[config.mk]
export PLATFORM = sky130hd
export DESIGN_NAME = wstq_ctrl
export DESIGN_NICKNAME = d
export VERILOG_FILES = /design/src/hdl/wstq_pkg.sv /design/src/hdl/wstq_ctrl.sv
export VERILOG_INCLUDE_DIRS = /design/src /design/src/hdl
export SDC_FILE = /design/constraint.sdc
export NUM_CORES = 1
export LEC_CHECK = 0
export ABC_AREA = 1
export ABC_CLOCK_PERIOD_IN_PS = 1700
export BUFFER_PORTS_ARGS = -buffer_cell sky130_fd_sc_hd__buf_4
export CAP_MARGIN = 20
export CORE_MARGIN = 3
export CORE_UTILIZATION = 30
export CTS_CLUSTER_DIAMETER = 100
export DETAILED_ROUTE_END_ITERATION = 10
export GPL_TIMING_DRIVEN = 0
export HOLD_SLACK_MARGIN = 0.12
export PLACE_DENSITY = 0.64
export SKIP_LAST_GASP = 1
export SLEW_MARGIN = 20
export SYNTH_ARGS = -nofsm -noshare
export SYNTH_HDL_FRONTEND = slang
export SYNTH_SLANG_ARGS = --single-unit
[constraint.sdc]
create_clock -name clk_i -period 1.7 [get_ports clk_i]
set_clock_uncertainty 0.15 [all_clocks]
set_input_delay 0.34 -clock clk_i [delete_from_list [all_inputs] [get_ports clk_i]]
set_output_delay 0.34 -clock clk_i [all_outputs]
set_load 0.05 [all_outputs]
[src/hdl/work_stealing_task_queue_top_assert.svh]
// assertion macros for the work stealing task queue
`ifndef WORK_STEALING_TASK_QUEUE_TOP_ASSERT_SVH
`define WORK_STEALING_TASK_QUEUE_TOP_ASSERT_SVH

`ifndef SYNTHESIS

`define WSTQ_ASSERT_ALWAYS(name, clk, rstn, prop) \
  name: assert property (@(posedge clk) disable iff (!rstn) (prop)) \
    else $error("wstq assertion failed");

`define WSTQ_ASSERT_IMP(name, clk, rstn, ante, cons) \
  name: assert property (@(posedge clk) disable iff (!rstn) (ante) |-> (cons)) \
    else $error("wstq implication failed");

`define WSTQ_ASSERT_NXT(name, clk, rstn, ante, cons) \
  name: assert property (@(posedge clk) disable iff (!rstn) (ante) |=> (cons)) \
    else $error("wstq next-cycle check failed");

`else

`define WSTQ_ASSERT_ALWAYS(name, clk, rstn, prop)
`define WSTQ_ASSERT_IMP(name, clk, rstn, ante, cons)
`define WSTQ_ASSERT_NXT(name, clk, rstn, ante, cons)

`endif

`endif

[src/hdl/wstq_pkg.sv]
package wstq_pkg;

  localparam int unsigned CMD_W      = 3;
  localparam int unsigned KIND_W     = 3;
  localparam int unsigned RUN_W      = 6;
  localparam int unsigned CAP_W      = 7;
  localparam int unsigned KEEP_W     = 6;
  localparam int unsigned LIMIT_W    = 8;
  localparam int unsigned IDENT_W    = 32;
  localparam int unsigned DUR_W      = 32;
  localparam int unsigned ORIGIN_W   = 8;
  localparam int unsigned STEALS_W   = 8;
  localparam int unsigned SHARE_W    = 7;
  localparam int unsigned PLEN_W     = 16;
  localparam int unsigned CPU_W      = 7;
  localparam int unsigned FILL_W     = 7;
  localparam int unsigned CFG_IDX_W  = 2;
  localparam int unsigned CFG_DATA_W = 8;

  localparam logic [CMD_W-1:0] CMD_ASSIGN   = 3'd0;
  localparam logic [CMD_W-1:0] CMD_TRANSFER = 3'd1;
  localparam logic [CMD_W-1:0] CMD_STEAL    = 3'd2;
  localparam logic [CMD_W-1:0] CMD_TAKE     = 3'd3;
  localparam logic [CMD_W-1:0] CMD_CHECK    = 3'd4;

  localparam logic [KIND_W-1:0] REPLY_ACCEPTED = 3'd0;
  localparam logic [KIND_W-1:0] REPLY_REJECTED = 3'd1;
  localparam logic [KIND_W-1:0] REPLY_STOLEN   = 3'd2;
  localparam logic [KIND_W-1:0] REPLY_REFUSED  = 3'd3;
  localparam logic [KIND_W-1:0] REPLY_NONE     = 3'd4;
  localparam logic [KIND_W-1:0] REPLY_TAKEN    = 3'd5;
  localparam logic [KIND_W-1:0] REPLY_EMPTY    = 3'd6;
  localparam logic [KIND_W-1:0] REPLY_CHECK    = 3'd7;

  localparam logic [CFG_IDX_W-1:0] CFG_CAPACITY    = 2'd0;
  localparam logic [CFG_IDX_W-1:0] CFG_MIN_KEEP    = 2'd1;
  localparam logic [CFG_IDX_W-1:0] CFG_STEAL_LIMIT = 2'd2;

  localparam logic [CAP_W-1:0]   CAPACITY_RST    = 7'd16;
  localparam logic [KEEP_W-1:0]  MIN_KEEP_RST    = 6'd2;
  localparam logic [LIMIT_W-1:0] STEAL_LIMIT_RST = 8'd3;

  localparam logic [CPU_W-1:0]    CPU_BUSY  = 7'd80;
  localparam logic [STEALS_W-1:0] STEAL_SAT = 8'd255;
  localparam logic [RUN_W-1:0]    MAX_RUN   = 6'd32;

  typedef struct packed {
    logic [IDENT_W-1:0]  ident;
    logic [DUR_W-1:0]    duration;
    logic [ORIGIN_W-1:0] origin;
    logic [STEALS_W-1:0] steals;
  } task_t;

  typedef struct packed {
    logic              latch;
    logic              push;
    logic              load_run;
    logic              load_one;
    logic              rd_en;
    logic              pop;
    logic              emit;
    logic              emit_task;
    logic              steal_inc;
    logic [KIND_W-1:0] kind;
    logic              last;
    logic              should;
  } ctrl_cmd_t;

  typedef struct packed {
    logic [CMD_W-1:0] cmd;
    logic             store_full;
    logic             cap_reached;
    logic             steal_refused;
    logic             steal_zero;
    logic             empty;
    logic             check_ok;
    logic             run_last;
    logic             out_free;
  } dp_status_t;

endpackage

[src/hdl/wstq_ctrl.sv]
`include "work_stealing_task_queue_top_assert.svh"

module wstq_ctrl (
  input  logic                clk_i,
  input  logic                rst_ni,
  input  logic                in_valid_i,
  output logic                in_stall_o,
  input  wstq_pkg::dp_status_t status_i,
  output wstq_pkg::ctrl_cmd_t  ctrl_o
);

  localparam logic [1:0] S_IDLE   = 2'd0;
  localparam logic [1:0] S_DECIDE = 2'd1;
  localparam logic [1:0] S_READ   = 2'd2;
  localparam logic [1:0] S_EMIT   = 2'd3;

  logic [1:0] state_q, state_d;
  logic       run_steal_q, run_steal_d;

  assign in_stall_o = (state_q != S_IDLE);

  always_comb begin
    logic reject;
    reject      = 1'b0;
    ctrl_o      = '0;
    state_d     = state_q;
    run_steal_d = run_steal_q;
    unique case (state_q)
      S_IDLE: begin
        if (in_valid_i) begin
          ctrl_o.latch = 1'b1;
          state_d      = S_DECIDE;
        end
      end
      S_DECIDE: begin
        unique case (status_i.cmd)
          wstq_pkg::CMD_ASSIGN, wstq_pkg::CMD_TRANSFER: begin
            reject = status_i.store_full ||
                     (status_i.cmd == wstq_pkg::CMD_ASSIGN && status_i.cap_reached);
            if (status_i.out_free) begin
              ctrl_o.push = !reject;
              ctrl_o.emit = 1'b1;
              ctrl_o.kind = reject ? wstq_pkg::REPLY_REJECTED : wstq_pkg::REPLY_ACCEPTED;
              ctrl_o.last = 1'b1;
              state_d     = S_IDLE;
            end
          end
          wstq_pkg::CMD_STEAL: begin
            priority if (status_i.steal_refused) begin
              if (status_i.out_free) begin
                ctrl_o.emit = 1'b1;
                ctrl_o.kind = wstq_pkg::REPLY_REFUSED;
                ctrl_o.last = 1'b1;
                state_d     = S_IDLE;
              end
            end else if (status_i.steal_zero) begin
              if (status_i.out_free) begin
                ctrl_o.emit = 1'b1;
                ctrl_o.kind = wstq_pkg::REPLY_NONE;
                ctrl_o.last = 1'b1;
                state_d     = S_IDLE;
              end
            end else begin
              ctrl_o.load_run = 1'b1;
              run_steal_d     = 1'b1;
              state_d         = S_READ;
            end
          end
          wstq_pkg::CMD_TAKE: begin
            if (status_i.empty) begin
              if (status_i.out_free) begin
                ctrl_o.emit = 1'b1;
                ctrl_o.kind = wstq_pkg::REPLY_EMPTY;
                ctrl_o.last = 1'b1;
                state_d     = S_IDLE;
              end
            end else begin
              ctrl_o.load_one = 1'b1;
              run_steal_d     = 1'b0;
              state_d         = S_READ;
            end
          end
          wstq_pkg::CMD_CHECK: begin
            if (status_i.out_free) begin
              ctrl_o.emit   = 1'b1;
              ctrl_o.kind   = wstq_pkg::REPLY_CHECK;
              ctrl_o.last   = 1'b1;
              ctrl_o.should = status_i.check_ok;
              state_d       = S_IDLE;
            end
          end
          default: begin
            state_d = S_IDLE;
          end
        endcase
      end
      S_READ: begin
        ctrl_o.rd_en = 1'b1;
        state_d      = S_EMIT;
      end
      S_EMIT: begin
        if (status_i.out_free) begin
          ctrl_o.pop       = 1'b1;
          ctrl_o.emit      = 1'b1;
          ctrl_o.emit_task = 1'b1;
          ctrl_o.steal_inc = run_steal_q;
          ctrl_o.kind      = run_steal_q ? wstq_pkg::REPLY_STOLEN : wstq_pkg::REPLY_TAKEN;
          ctrl_o.last      = status_i.run_last;
          state_d          = status_i.run_last ? S_IDLE : S_READ;
        end
      end
    endcase
  end

  always_ff @(posedge clk_i or negedge rst_ni) begin
    if (!rst_ni) begin
      state_q     <= S_IDLE;
      run_steal_q <= 1'b0;
    end else begin
      state_q     <= state_d;
      run_steal_q <= run_steal_d;
    end
  end

  `WSTQ_ASSERT_NXT(a_accept_to_decide, clk_i, rst_ni, in_valid_i && !in_stall_o, state_q == S_DECIDE)
  `WSTQ_ASSERT_NXT(a_last_to_idle, clk_i, rst_ni, state_q == S_EMIT && status_i.out_free && status_i.run_last, state_q == S_IDLE)
  `WSTQ_ASSERT_IMP(a_emit_after_read, clk_i, rst_ni, state_q == S_EMIT, $past(state_q) == S_READ || $past(state_q) == S_EMIT)

endmodule

==> flow_summary_export.csv, run 1 <==
group,metric,value,unit
outcome,outcome,"complete, but fails checks",
outcome,failed_checks,"negative setup slack",
setup_path,critical-path-top-delay-family,"buffers and inverters",
die,die_height,43.6,um
routing,detailroute.wirelength.met3,99,um
pwr,total_leakage_power,0.000464,uW
synthesis,share_of_synthesized_cell_area_in_full_adder_half_adder_and_majority_cells,0,%
synthesis,yosys.area_share.simple,54.6,%
synthesis,synth_area_leaders,"sky130_fd_sc_hd__dfrtp_1 (18%), sky130_fd_sc_hd__nand2_1 (18%), sky130_fd_sc_hd__nor2_1 (11%), sky130_fd_sc_hd__inv_1 (9.7%), sky130_fd_sc_hd__nor2_4 (8.0%)",
synthesis,synth-edff-count,0,
grt,grt_antenna_before_repair,0,
setup_path,critical_path_required,1.21,ns
timing,postLayoutSetupSlackWorst,-0.216,ns
timing,final_hold_viol_count,0,
run,drv.max_cap_violation_count,0,
routing,violation_count_after_the_first_detailed_route_iteration,8,
place,gp_congestion,0.816,
routing,dr_wl_met2,794,um
timing,fin_crit_sh,113,%
routing,via_count,613,
synthesis,cell_types_with_the_highest_counts_after_synthesis,"sky130_fd_sc_hd__nand2_1 (20), sky130_fd_sc_hd__nor2_1 (12), sky130_fd_sc_hd__inv_1 (11), sky130_fd_sc_hd__nand3_1 (6), sky130_fd_sc_hd__inv_2 (4)",
routing,detail_route.first_pass.iterations,4,
cts,number_of_clock_sinks_seen_by_cts,3,
place,port_buffers,28,
final_layout,antenna-diode-count,0,
pwr,pwr_total,1300,uW
cts,clk_root_buffer_cell,"sky130_fd_sc_hd__clkbuf_4",
pwr,power.ir.vdd_worst,1.04,mV
synthesis,synth_area,424,um^2
synthesis,synth_sequential_area_ratio,17.7,%
synthesis,synth_area_leader_cell,"sky130_fd_sc_hd__dfrtp_1",
timing,final-max-slew-violation-count,0,
routing,routed_wire_length,1.44,mm
die,die_w,43.6,um
grt,first_global_vias,584,
synthesis,most_common_cell_in_the_netlist,"sky130_fd_sc_hd__nand2_1",
cts,tritoncts,"built",
synthesis,yosys-mux-area-fraction,0,%
final_layout,layout-area-overhead-vs-synth,116,%
setup_path,crit_path_cell_trace,"buf_4 -> nand2_2 -> nor2_4 -> buf_4 -> buf_4 -> buf_4 -> buf_8",
routing,drc_violations_left,0,
die,core_area,1220,um^2
synthesis,syn-num-nets,90,
synthesis,combinational_family_with_the_most_area_after_synthesis,"simple AND/OR/NAND/NOR gates",
grt,grt_first_pass_wirelength,2.33,mm
synthesis,yosys_register_bits,3,
synthesis,area_share_of_the_leading_cell_type_in_the_synthesized_netlist,17.7,%
timing,rsz0062_at_grt,"yes",
timing,timing.final.setup_violations,13,
synthesis,synth_compound_area_share,12.7,%
cts,ctsLongestPathBuffers,2,
routing,post_drt_via_cell_ratio,4.64,
cts,post_cts_clock_slew_at_the_launch_and_capture_registers_of_the_worst_setup_and_hold_paths,0.04,ns
setup_path,worstPathArrival,1.43,ns
cts,cts_made_buffers,3,
place,placed_area,721,um^2
routing,maxUsedRoutingLayer,"met3",
synthesis,yosys.area_share.xor_xnor,0,%
setup_path,setup.worst_path.start_class,"flip-flop",
die,floorplan.die_area,1900,um^2
final_layout,fraction_of_layout_instances_using_a_drive_strength_above_1,59.3,%
synthesis,avgSynthCellArea,5.58,um^2
final_layout,finalInstanceArea,916,um^2
place,dp_hpwl,987,um
setup_path,critical_path_buf_inv_count,5,
setup_path,cp_max_fo,5,
synthesis,synthesis.instances,76,
routing,wl_per_cell,10.9,um
setup_path,critical_path.slowest_cell,"sky130_fd_sc_hd__dfrtp_2",
setup_path,biggest_cell_delay_along_the_critical_path,0.42,ns
pwr,total_power_divided_by_cell_area,1410,nW/um^2
synthesis,yosys.cell_types.count,18,
setup_path,criticalPathCategory,"flip-flop to output pin",
synthesis,yosys_most_used_dff,"sky130_fd_sc_hd__dfrtp_1",
synthesis,synth-async-reset-ratio,100,%
setup_path,setup.reg_to_reg.worst_slack,0.30,ns
timing,timing.slew.headroom,77.8,%
grt,maximum_number_of_pins_on_one_net_before_global_route_repair,8,
timing,max_clock_freq,0.522,GHz
die,initial_core_utilization,34.9,%
routing,drt-met1-wl,543,um
timing,post-route-min-period,1.92,ns
final_layout,final_net_count,133,
min_path,min-delay-path-class,"input port to flip-flop",
setup_path,setup.worst_path.end_class,"output pin",
setup_path,critical-path-top-cell-by-count,"sky130_fd_sc_hd__buf_4",
cts,cts.htree.levels,1,
timing,measured_slew_at_the_worst_slew_check_pin,0.329,ns
routing,detail-route-antenna-nets,0,
grt,globalRouteTotalUtil,16.0,%
die,rows,12,
grt,grt_overflow_total,0,
cts,insertion_delay,0.23,ns
die,pin_count,29,
synthesis,ys_warn_count,0,
==> final cells by class <==
cell class / instances / area [um^2]
Tap cell: 14 / 17.5
Inverter: 15 / 56.3
Multi-Input combinational cell: 57 / 383
Clock buffer: 4 / 26.3
Buffer: 1 / 7.51
Fill cell: 100 / 300
Timing Repair Buffer: 38 / 348
Sequential cell: 3 / 77.6
==> what timing repair did <==
item                       in CTS  in global routing
hold buffers                    1                  0
setup endpoints to repair      11                 14
hold endpoints to repair        3                  0
gates resized for setup        14                 12
pin swaps                       2                  3
buffers inserted                5                  4
==> worst reg2reg max path, cell delays in order (launching register included) <==
cell and delay [ns]:
sky130_fd_sc_hd__dfrtp_2 0.39, sky130_fd_sc_hd__inv_2 0.06, sky130_fd_sc_hd__nor2_4 0.17, sky130_fd_sc_hd__buf_4 0.15
sky130_fd_sc_hd__nand4_4 0.09, sky130_fd_sc_hd__buf_4 0.17, sky130_fd_sc_hd__nand2_1 0.05, sky130_fd_sc_hd__o21ai_1 0.06
==> metrics by stage <==
| step | setup slack, ns | utilization (%) | setup TNS, ns | hold WS [ns] | instances |
|---|---|---|---|---|---|
| floorplan | -0.318 | - | -0.839 | -0.106 | 76 |
| global route | -0.291 | 75.3 | -2.78 | 0.231 | 132 |
| CTS | -0.194 | 69.9 | -1.55 | 0.200 | 128 |
| finish | -0.216 | 75.3 | -1.68 | 0.211 | 132 |
| global placement | -0.192 | 59.3 | -0.487 | -0.0204 | 118 |
| detailed placement | -0.197 | 59.3 | -0.493 | -0.0202 | 118 |
==> logic make-up after synthesis <==
kind of cell    after synthesis
buf+inv                      16
flops                         3
compound gates                9
simple gates                 48
==> flip-flops by register name, summed over array words and instances, names as in the netlist <==
name / cells
state_q: 2
run_steal_q: 1
==> final timing paths <==
| check | to | cells after the start | from |
|---|---|---|---|
| worst max-delay path | ctrl_o[8] | 7 | state_q[0]$_DFFE_PN0P_ |
| worst min-delay path | run_steal_q$_DFFE_PN0P_ | 2 | status_i[8] |
| worst max register to register | run_steal_q$_DFFE_PN0P_ | 7 | state_q[0]$_DFFE_PN0P_ |
| worst min register to register | run_steal_q$_DFFE_PN0P_ | 2 | run_steal_q$_DFFE_PN0P_ |
| max in group asynchronous | state_q[1]$_DFFE_PN0P_ | 2 | rst_ni |
| min in group asynchronous | state_q[0]$_DFFE_PN0P_ | 2 | rst_ni |
==> power by group <==
group / internal (uW) / switching, uW / leakage (uW)
clock: 88.0 / 37.0 / 0.0000150
sequential: 113 / 48.5 / 0.0000342
combinational: 390 / 619 / 0.000415
==> metal layers <==
| layer | track usage, % | vias up |
|---|---|---|
| met4 | 7.23 | 0 |
| met5 | 0 | - |
| met1 | 19.7 | 268 |
| li1 | - | 321 |
| met3 | 3.32 | 0 |
| met2 | 26.5 | 24 |
==> cell usage in the layout, fill, tap and decap left out, drive strengths merged <==
| master | count |
|---|---|
| nor3 | 2 |
| inv | 15 |
| buf | 38 |
| nor2 | 17 |
| o21ai | 6 |
| o211ai | 1 |
| nand3 | 6 |
| dfrtp | 3 |
| nand2 | 20 |
| a21oi | 1 |
| o21bai | 1 |
| clkbuf | 4 |
| dlygate4sd3 | 1 |
| nand4 | 3 |
Power figures use the tool's default switching activity.
==> inputs of run 2 (changes only) <==
- ABC_CLOCK_PERIOD_IN_PS: 1700 -> 1600
- PLACE_DENSITY: 0.64 -> 0.66
- clock period: 1.7 -> 1.6 ns (I/O delays scaled with it)
==> run 2 against run 1 <==
Against the previous run: the flow still finishes with violations (negative setup slack); non-clock buffer count up 2; largest power group unchanged; worst hold slack worse by 0.021 ns; highest routed layer unchanged; critical path depth down 2; sequential power up 3%.
==> flow_summary_export.csv, run 2 (same netlist as run 1, synthesis figures left out) <==
group,metric,value,unit
place,pre_cts_slack,-0.336,ns
pwr,clock_power_share,9.0,%
timing,rsz0062_at_grt,"yes",
routing,drc_violations_left,0,
cts,clk_root_buffer_cell,"sky130_fd_sc_hd__clkbuf_4",
setup_path,setup.worst_path.end_class,"output pin",
cts,cts.htree.levels,1,
timing,fin_tns_setup,-1.78,ns
place,gp_congestion,0.784,
routing,violation_count_after_the_first_detailed_route_iteration,11,
place,placed_area,739,um^2
final_layout,number_of_inserted_filler_cells_in_the_final_layout,82,
pwr,swShare,53.0,%
die,rows,12,
timing,fin_crit_sh,113,%
timing,post-route-min-period,1.81,ns
setup_path,critical_path_required,1.13,ns
pwr,total_leakage_power,0.000472,uW
timing,timing.final.setup_violations,13,
final_layout,flip_flop_count_of_the_largest_register_all_copies_and_words_added,2,
cts,insertion_delay,0.23,ns
routing,detail_route.first_pass.iterations,5,
final_layout,final_common_cell,"sky130_fd_sc_hd__buf_4",
setup_path,worstPathArrival,1.34,ns
timing,max_clock_freq,0.551,GHz
setup_path,criticalPathCategory,"flip-flop to output pin",
setup_path,cp_max_fo,4,
pwr,p_comb_share,79.6,%
place,placedCellCount,118,
pwr,total_power_divided_by_cell_area,1500,nW/um^2
timing,postLayoutSetupSlackWorst,-0.214,ns
grt,maximum_number_of_pins_on_one_net_before_global_route_repair,8,
final_layout,finalInstanceArea,976,um^2
die,initial_core_utilization,34.9,%
setup_path,biggest_cell_delay_along_the_critical_path,0.43,ns
routing,routed_wire_length,1.33,mm
pwr,share_seq_of_total_power,11.4,%
min_path,min-delay-path-class,"input port to flip-flop",
final_layout,layout-area-overhead-vs-synth,130,%
timing,timing.slew.headroom,75.5,%
routing,post_drt_via_cell_ratio,4.61,
final_layout,most_flops_register,"state_q",
final_layout,layout.cells.non_filler,134,
grt,globalRouteTotalUtil,16.7,%
cts,post_cts_clock_slew_at_the_launch_and_capture_registers_of_the_worst_setup_and_hold_paths,0.04,ns
routing,via_count,618,
setup_path,critical-path-top-cell-by-count,"sky130_fd_sc_hd__nor2_4",
die,pin_count,29,
timing,final-max-slew-violation-count,0,
routing,detail-route-antenna-nets,0,
die,floorplan.die_area,1900,um^2
routing,wl_per_cell,9.96,um
final_layout,final_net_count,135,
die,core_area,1220,um^2
grt,grt_overflow_total,0,
pwr,p_sw,775,uW
grt,grt_first_pass_wirelength,2.37,mm
run,drv.max_cap_violation_count,0,
grt,grt_antenna_before_repair,0,
final_layout,registers_with_the_most_flip_flops,"state_q x2, run_steal_q x1",
pwr,p_int,686,uW
setup_path,setup.worst_path.start_class,"flip-flop",
final_layout,fraction_of_layout_instances_using_a_drive_strength_above_1,65.0,%
outcome,outcome,"complete, but fails checks",
cts,ctsLongestPathBuffers,2,
grt,first_global_vias,597,
pwr,power.ir.vdd_worst,1.26,mV
cts,cts_made_buffers,3,
final_layout,antenna-diode-count,0,
die,die_height,43.6,um
setup_path,critical_path.slowest_cell,"sky130_fd_sc_hd__dfrtp_2",
timing,measured_slew_at_the_worst_slew_check_pin,0.364,ns
timing,final_hold_viol_count,0,
final_layout,final_cell_mix,"sky130_fd_sc_hd__buf_4 (23), sky130_fd_sc_hd__nand2_1 (14), sky130_fd_sc_hd__buf_6 (12)",
setup_path,crit_path_cell_trace,"nor2_4 -> buf_6 -> nand4_4 -> nor2_4 -> buf_8",
cts,tritoncts,"built",
die,die_w,43.6,um
place,dp_hpwl,1.04,mm
outcome,failed_checks,"negative setup slack",
cts,number_of_clock_sinks_seen_by_cts,3,
final_layout,layout.core_utilization,80.2,%
place,port_buffers,28,
-- run 2: what timing repair did --
action                     in CTS  in global routing
hold endpoints to repair        3                  0
setup endpoints to repair      14                 15
pin swaps                       6                  4
gates resized for setup        26                 10
hold buffers                    1                  0
setup buffers                  10                  1
-- run 2: metal layers --
layer	global-route usage [%]	share of wire, %	routed length [um]
met5	0	0	0
met2	27.3	54	726
met4	12.7	0	0
met1	18.1	40	533
met3	4.15	5.5	74
-- run 2: power groups by stage --
stage	Sequential, uW	Clock, uW	Combinational, uW
after floorplan	160	0	651
after global placement	171	0	856
after detailed placement	171	0	860
after CTS	165	141	1100
after global routing	173	155	1240
final	167	131	1160
-- run 2: through the flow --
stage | power (uW) | hold WS (ns)
after detailed placement | 1030 | -0.0373
after floorplan | 812 | -0.126
after global placement | 1030 | -0.0399
after global routing | 1570 | 0.186
final | 1460 | 0.190
after CTS | 1410 | 0.188
-- run 2: layout make-up --
cell class / instances / area (um^2) / area share (%)
multi-input cells: 57 / 405 / 41.5
repair buffers: 40 / 382 / 39.1
flip-flops and latches: 3 / 77.6 / 7.95
inverters: 15 / 56.3 / 5.77
clock buffers: 4 / 26.3 / 2.69
well taps: 14 / 17.5 / 1.79
plain buffers: 1 / 11.3 / 1.15
-- run 2: path summary, 6_finish.rpt --
kind / start / endpoint / slack [ns] / cells past startpoint
hold reg to reg: run_steal_q$_DFFE_PN0P_ / run_steal_q$_DFFE_PN0P_ / 0.37 / 2
min in group asynchronous: rst_ni / state_q[1]$_DFFE_PN0P_ / 0.27 / 2
setup reg to reg: state_q[1]$_DFFE_PN0P_ / run_steal_q$_DFFE_PN0P_ / 0.24 / 6
setup / recovery: state_q[1]$_DFFE_PN0P_ / ctrl_o[11] / -0.21 / 5
max in group asynchronous: rst_ni / state_q[0]$_DFFE_PN0P_ / 0.93 / 2
hold / removal: status_i[8] / run_steal_q$_DFFE_PN0P_ / 0.19 / 2
-- run 2: worst max-delay path, delay by kind of cell, from the launching register on --
| family | cells | cell delay (ns) |
|---|---|---|
| flip-flops | 1 | 0.43 |
| AND/OR/NAND/NOR | 3 | 0.42 |
| buffers and inverters | 2 | 0.27 |
==> inputs of run 3 (changes only) <==
- ABC_AREA: 1 -> unset
==> run 3 against run 2 <==
Against the previous run: maximum frequency fell by 0.36%; sequential cell count unchanged; register-to-register slack lost 0.03 ns; the run still ends with negative setup slack left; setup slack got worse by 0.0066 ns; wire length grew 12%; die area increased by 1.3%.
==> flow_summary_export.csv, run 3 <==
group,metric,value,unit
timing,post-route-min-period,1.82,ns
grt,maximum_number_of_pins_on_one_net_before_global_route_repair,11,
setup_path,setup.worst_path.start_class,"flip-flop",
die,core_area,1320,um^2
place,dp_hpwl,1.04,mm
grt,first_global_vias,581,
cts,post_cts_clock_slew_at_the_launch_and_capture_registers_of_the_worst_setup_and_hold_paths,0.04,ns
final_layout,finalInstanceArea,967,um^2
timing,max_clock_freq,0.549,GHz
grt,grt_first_pass_wirelength,2.52,mm
pwr,pwr_total,1120,uW
outcome,failed_checks,"negative setup slack",
cts,tritoncts,"built",
setup_path,critical_path_required,1.13,ns
synthesis,avgSynthCellArea,7.30,um^2
grt,globalRouteTotalUtil,17.4,%
final_layout,registers_with_the_most_flip_flops,"state_q x2, run_steal_q x1",
final_layout,number_of_inserted_filler_cells_in_the_final_layout,112,
die,rows,13,
cts,number_of_clock_sinks_seen_by_cts,3,
synthesis,area_share_of_the_leading_cell_type_in_the_synthesized_netlist,17.4,%
setup_path,setup.worst_path.end_class,"output pin",
final_layout,final_common_cell,"sky130_fd_sc_hd__buf_4",
synthesis,yosys_register_bits,3,
synthesis,synth_area_leaders,"sky130_fd_sc_hd__dfrtp_1 (17%), sky130_fd_sc_hd__a21oi_1 (5.8%), sky130_fd_sc_hd__buf_4 (5.2%), sky130_fd_sc_hd__o21ai_0 (4.7%), sky130_fd_sc_hd__nand2b_1 (4.4%)",
timing,final_hold_viol_count,0,
timing,fin_crit_sh,114,%
die,pin_count,29,
synthesis,ys_warn_count,0,
place,port_buffers,28,
routing,violation_count_after_the_first_detailed_route_iteration,14,
routing,detail-route-antenna-nets,0,
timing,timing.final.setup_violations,15,
setup_path,worstPathArrival,1.35,ns
grt,grt_antenna_before_repair,0,
synthesis,syn-num-nets,73,
die,die_w,43.9,um
final_layout,antenna-diode-count,0,
timing,rsz0062_at_grt,"yes",
run,drv.max_cap_violation_count,0,
setup_path,cp_max_fo,6,
final_layout,layout.cells.non_filler,114,
place,placedCellCount,102,
place,pre_cts_slack,-0.380,ns
routing,drc_violations_left,0,
cts,insertion_delay,0.23,ns
routing,detail_route.first_pass.iterations,4,
timing,timing.slew.headroom,79.4,%
synthesis,synth_sequential_area_ratio,17.4,%
final_layout,final_cell_mix,"sky130_fd_sc_hd__buf_4 (21), sky130_fd_sc_hd__buf_6 (13), sky130_fd_sc_hd__buf_8 (5)",
timing,measured_slew_at_the_worst_slew_check_pin,0.308,ns
final_layout,fraction_of_layout_instances_using_a_drive_strength_above_1,71.7,%
cts,ctsLongestPathBuffers,2,
timing,fin_tns_setup,-2.21,ns
pwr,total_power_divided_by_cell_area,1160,nW/um^2
outcome,outcome,"complete, but fails checks",
routing,routed_wire_length,1.50,mm
min_path,min-delay-path-class,"input port to flip-flop",
synthesis,synthesis.instances,59,
timing,postLayoutSetupSlackWorst,-0.220,ns
synthesis,yosys_most_used_dff,"sky130_fd_sc_hd__dfrtp_1",
die,floorplan.die_area,1930,um^2
place,gp_congestion,0.758,
cts,clk_root_buffer_cell,"sky130_fd_sc_hd__clkbuf_4",
grt,grt_overflow_total,0,
final_layout,layout-area-overhead-vs-synth,125,%
routing,via_count,586,
routing,post_drt_via_cell_ratio,5.14,
synthesis,synth_area_leader_cell,"sky130_fd_sc_hd__dfrtp_1",
cts,cts_made_buffers,3,
synthesis,synth-edff-count,0,
synthesis,yosys.cell_types.count,31,
timing,final-max-slew-violation-count,0,
cts,cts.htree.levels,1,
final_layout,flip_flop_count_of_the_largest_register_all_copies_and_words_added,2,
die,initial_core_utilization,32.7,%
synthesis,synth-async-reset-ratio,100,%
die,die_height,43.9,um
synthesis,cell_types_with_the_highest_counts_after_synthesis,"sky130_fd_sc_hd__a21oi_1 (5), sky130_fd_sc_hd__nor2_1 (5), sky130_fd_sc_hd__nand2_1 (4), sky130_fd_sc_hd__o21ai_0 (4)",
setup_path,criticalPathCategory,"flip-flop to output pin",
pwr,total_leakage_power,0.000448,uW
place,placed_area,733,um^2
routing,wl_per_cell,13.2,um
pwr,power.ir.vdd_worst,1.12,mV
final_layout,final_net_count,114,
synthesis,synth_area,430,um^2
final_layout,most_flops_register,"state_q",
[run 3: final timing paths]
path	start	to	slack (ns)	cells past startpoint
worst max-delay path	state_q[1]$_DFFE_PN0P_	ctrl_o[4]	-0.22	4
worst min-delay path	in_valid_i	state_q[0]$_DFFE_PN0P_	0.25	3
worst max register to register	state_q[0]$_DFFE_PN0P_	run_steal_q$_DFFE_PN0P_	0.21	4
worst min register to register	run_steal_q$_DFFE_PN0P_	run_steal_q$_DFFE_PN0P_	0.40	1
max in group asynchronous	rst_ni	state_q[0]$_DFFE_PN0P_	0.93	2
min in group asynchronous	rst_ni	state_q[1]$_DFFE_PN0P_	0.26	2
[run 3: what timing repair did]
| item | 4_1_cts | 5_1_grt |
|---|---|---|
| endpoints found under the hold margin | 3 | 0 |
| pin swaps | 6 | 6 |
| setup buffers | 7 | 1 |
| setup endpoints to repair | 14 | 14 |
| gates resized for setup | 28 | 13 |
| hold buffers | 1 | 0 |
[run 3: final cells by class]
type                    count  area [um^2]  area share [%]
clock buffers               4         26.3            2.72
plain buffers               4         41.3            4.27
multi-input cells          49          443            45.8
inverters                   2         7.51           0.776
well taps                  15         18.8            1.94
repair buffers             37          353            36.5
flip-flops and latches      3         77.6            8.02
[run 3: report_power, final]
| part | switching (uW) | internal (uW) | leakage [uW] |
|---|---|---|---|
| Combinational | 464 | 357 | 0.000398 |
| Sequential | 51.8 | 114 | 0.0000352 |
| Clock | 43.0 | 93.7 | 0.0000150 |
[run 3: metrics by stage]
step,hold WS (ns),util (%)
final,0.249,73.4
after floorplan,-0.126,-
after detailed placement,-0.0382,55.7
after global routing,0.260,73.4
after CTS,0.241,69.2
after global placement,-0.0399,55.7
[run 3: cell families after synthesis]
logic type / count (synthesis) / synth area share [%]
muxes: 1 / 2.62
DFF: 3 / 17.4
AOI/OAI and AO/OA: 16 / 23.3
buffers and inverters: 7 / 10.8
and+or+nand+nor: 32 / 45.9
[run 3: per-layer routing]
layer  track usage (%)  vias to the layer above  share of wire, %
met1              20.4                      271                42
met2              31.1                       21                52
li1                  -                      294                 -
met4              5.42                        0                 0
met5                 0                        -                 0
met3              3.73                        0               5.5
[run 3: worst max-delay path: stages, from the launching register on]
cell,delay (ns)
sky130_fd_sc_hd__dfrtp_2,0.43
sky130_fd_sc_hd__and3b_2,0.31
sky130_fd_sc_hd__nand2_4,0.08
sky130_fd_sc_hd__o21ai_4,0.12
sky130_fd_sc_hd__buf_6,0.17
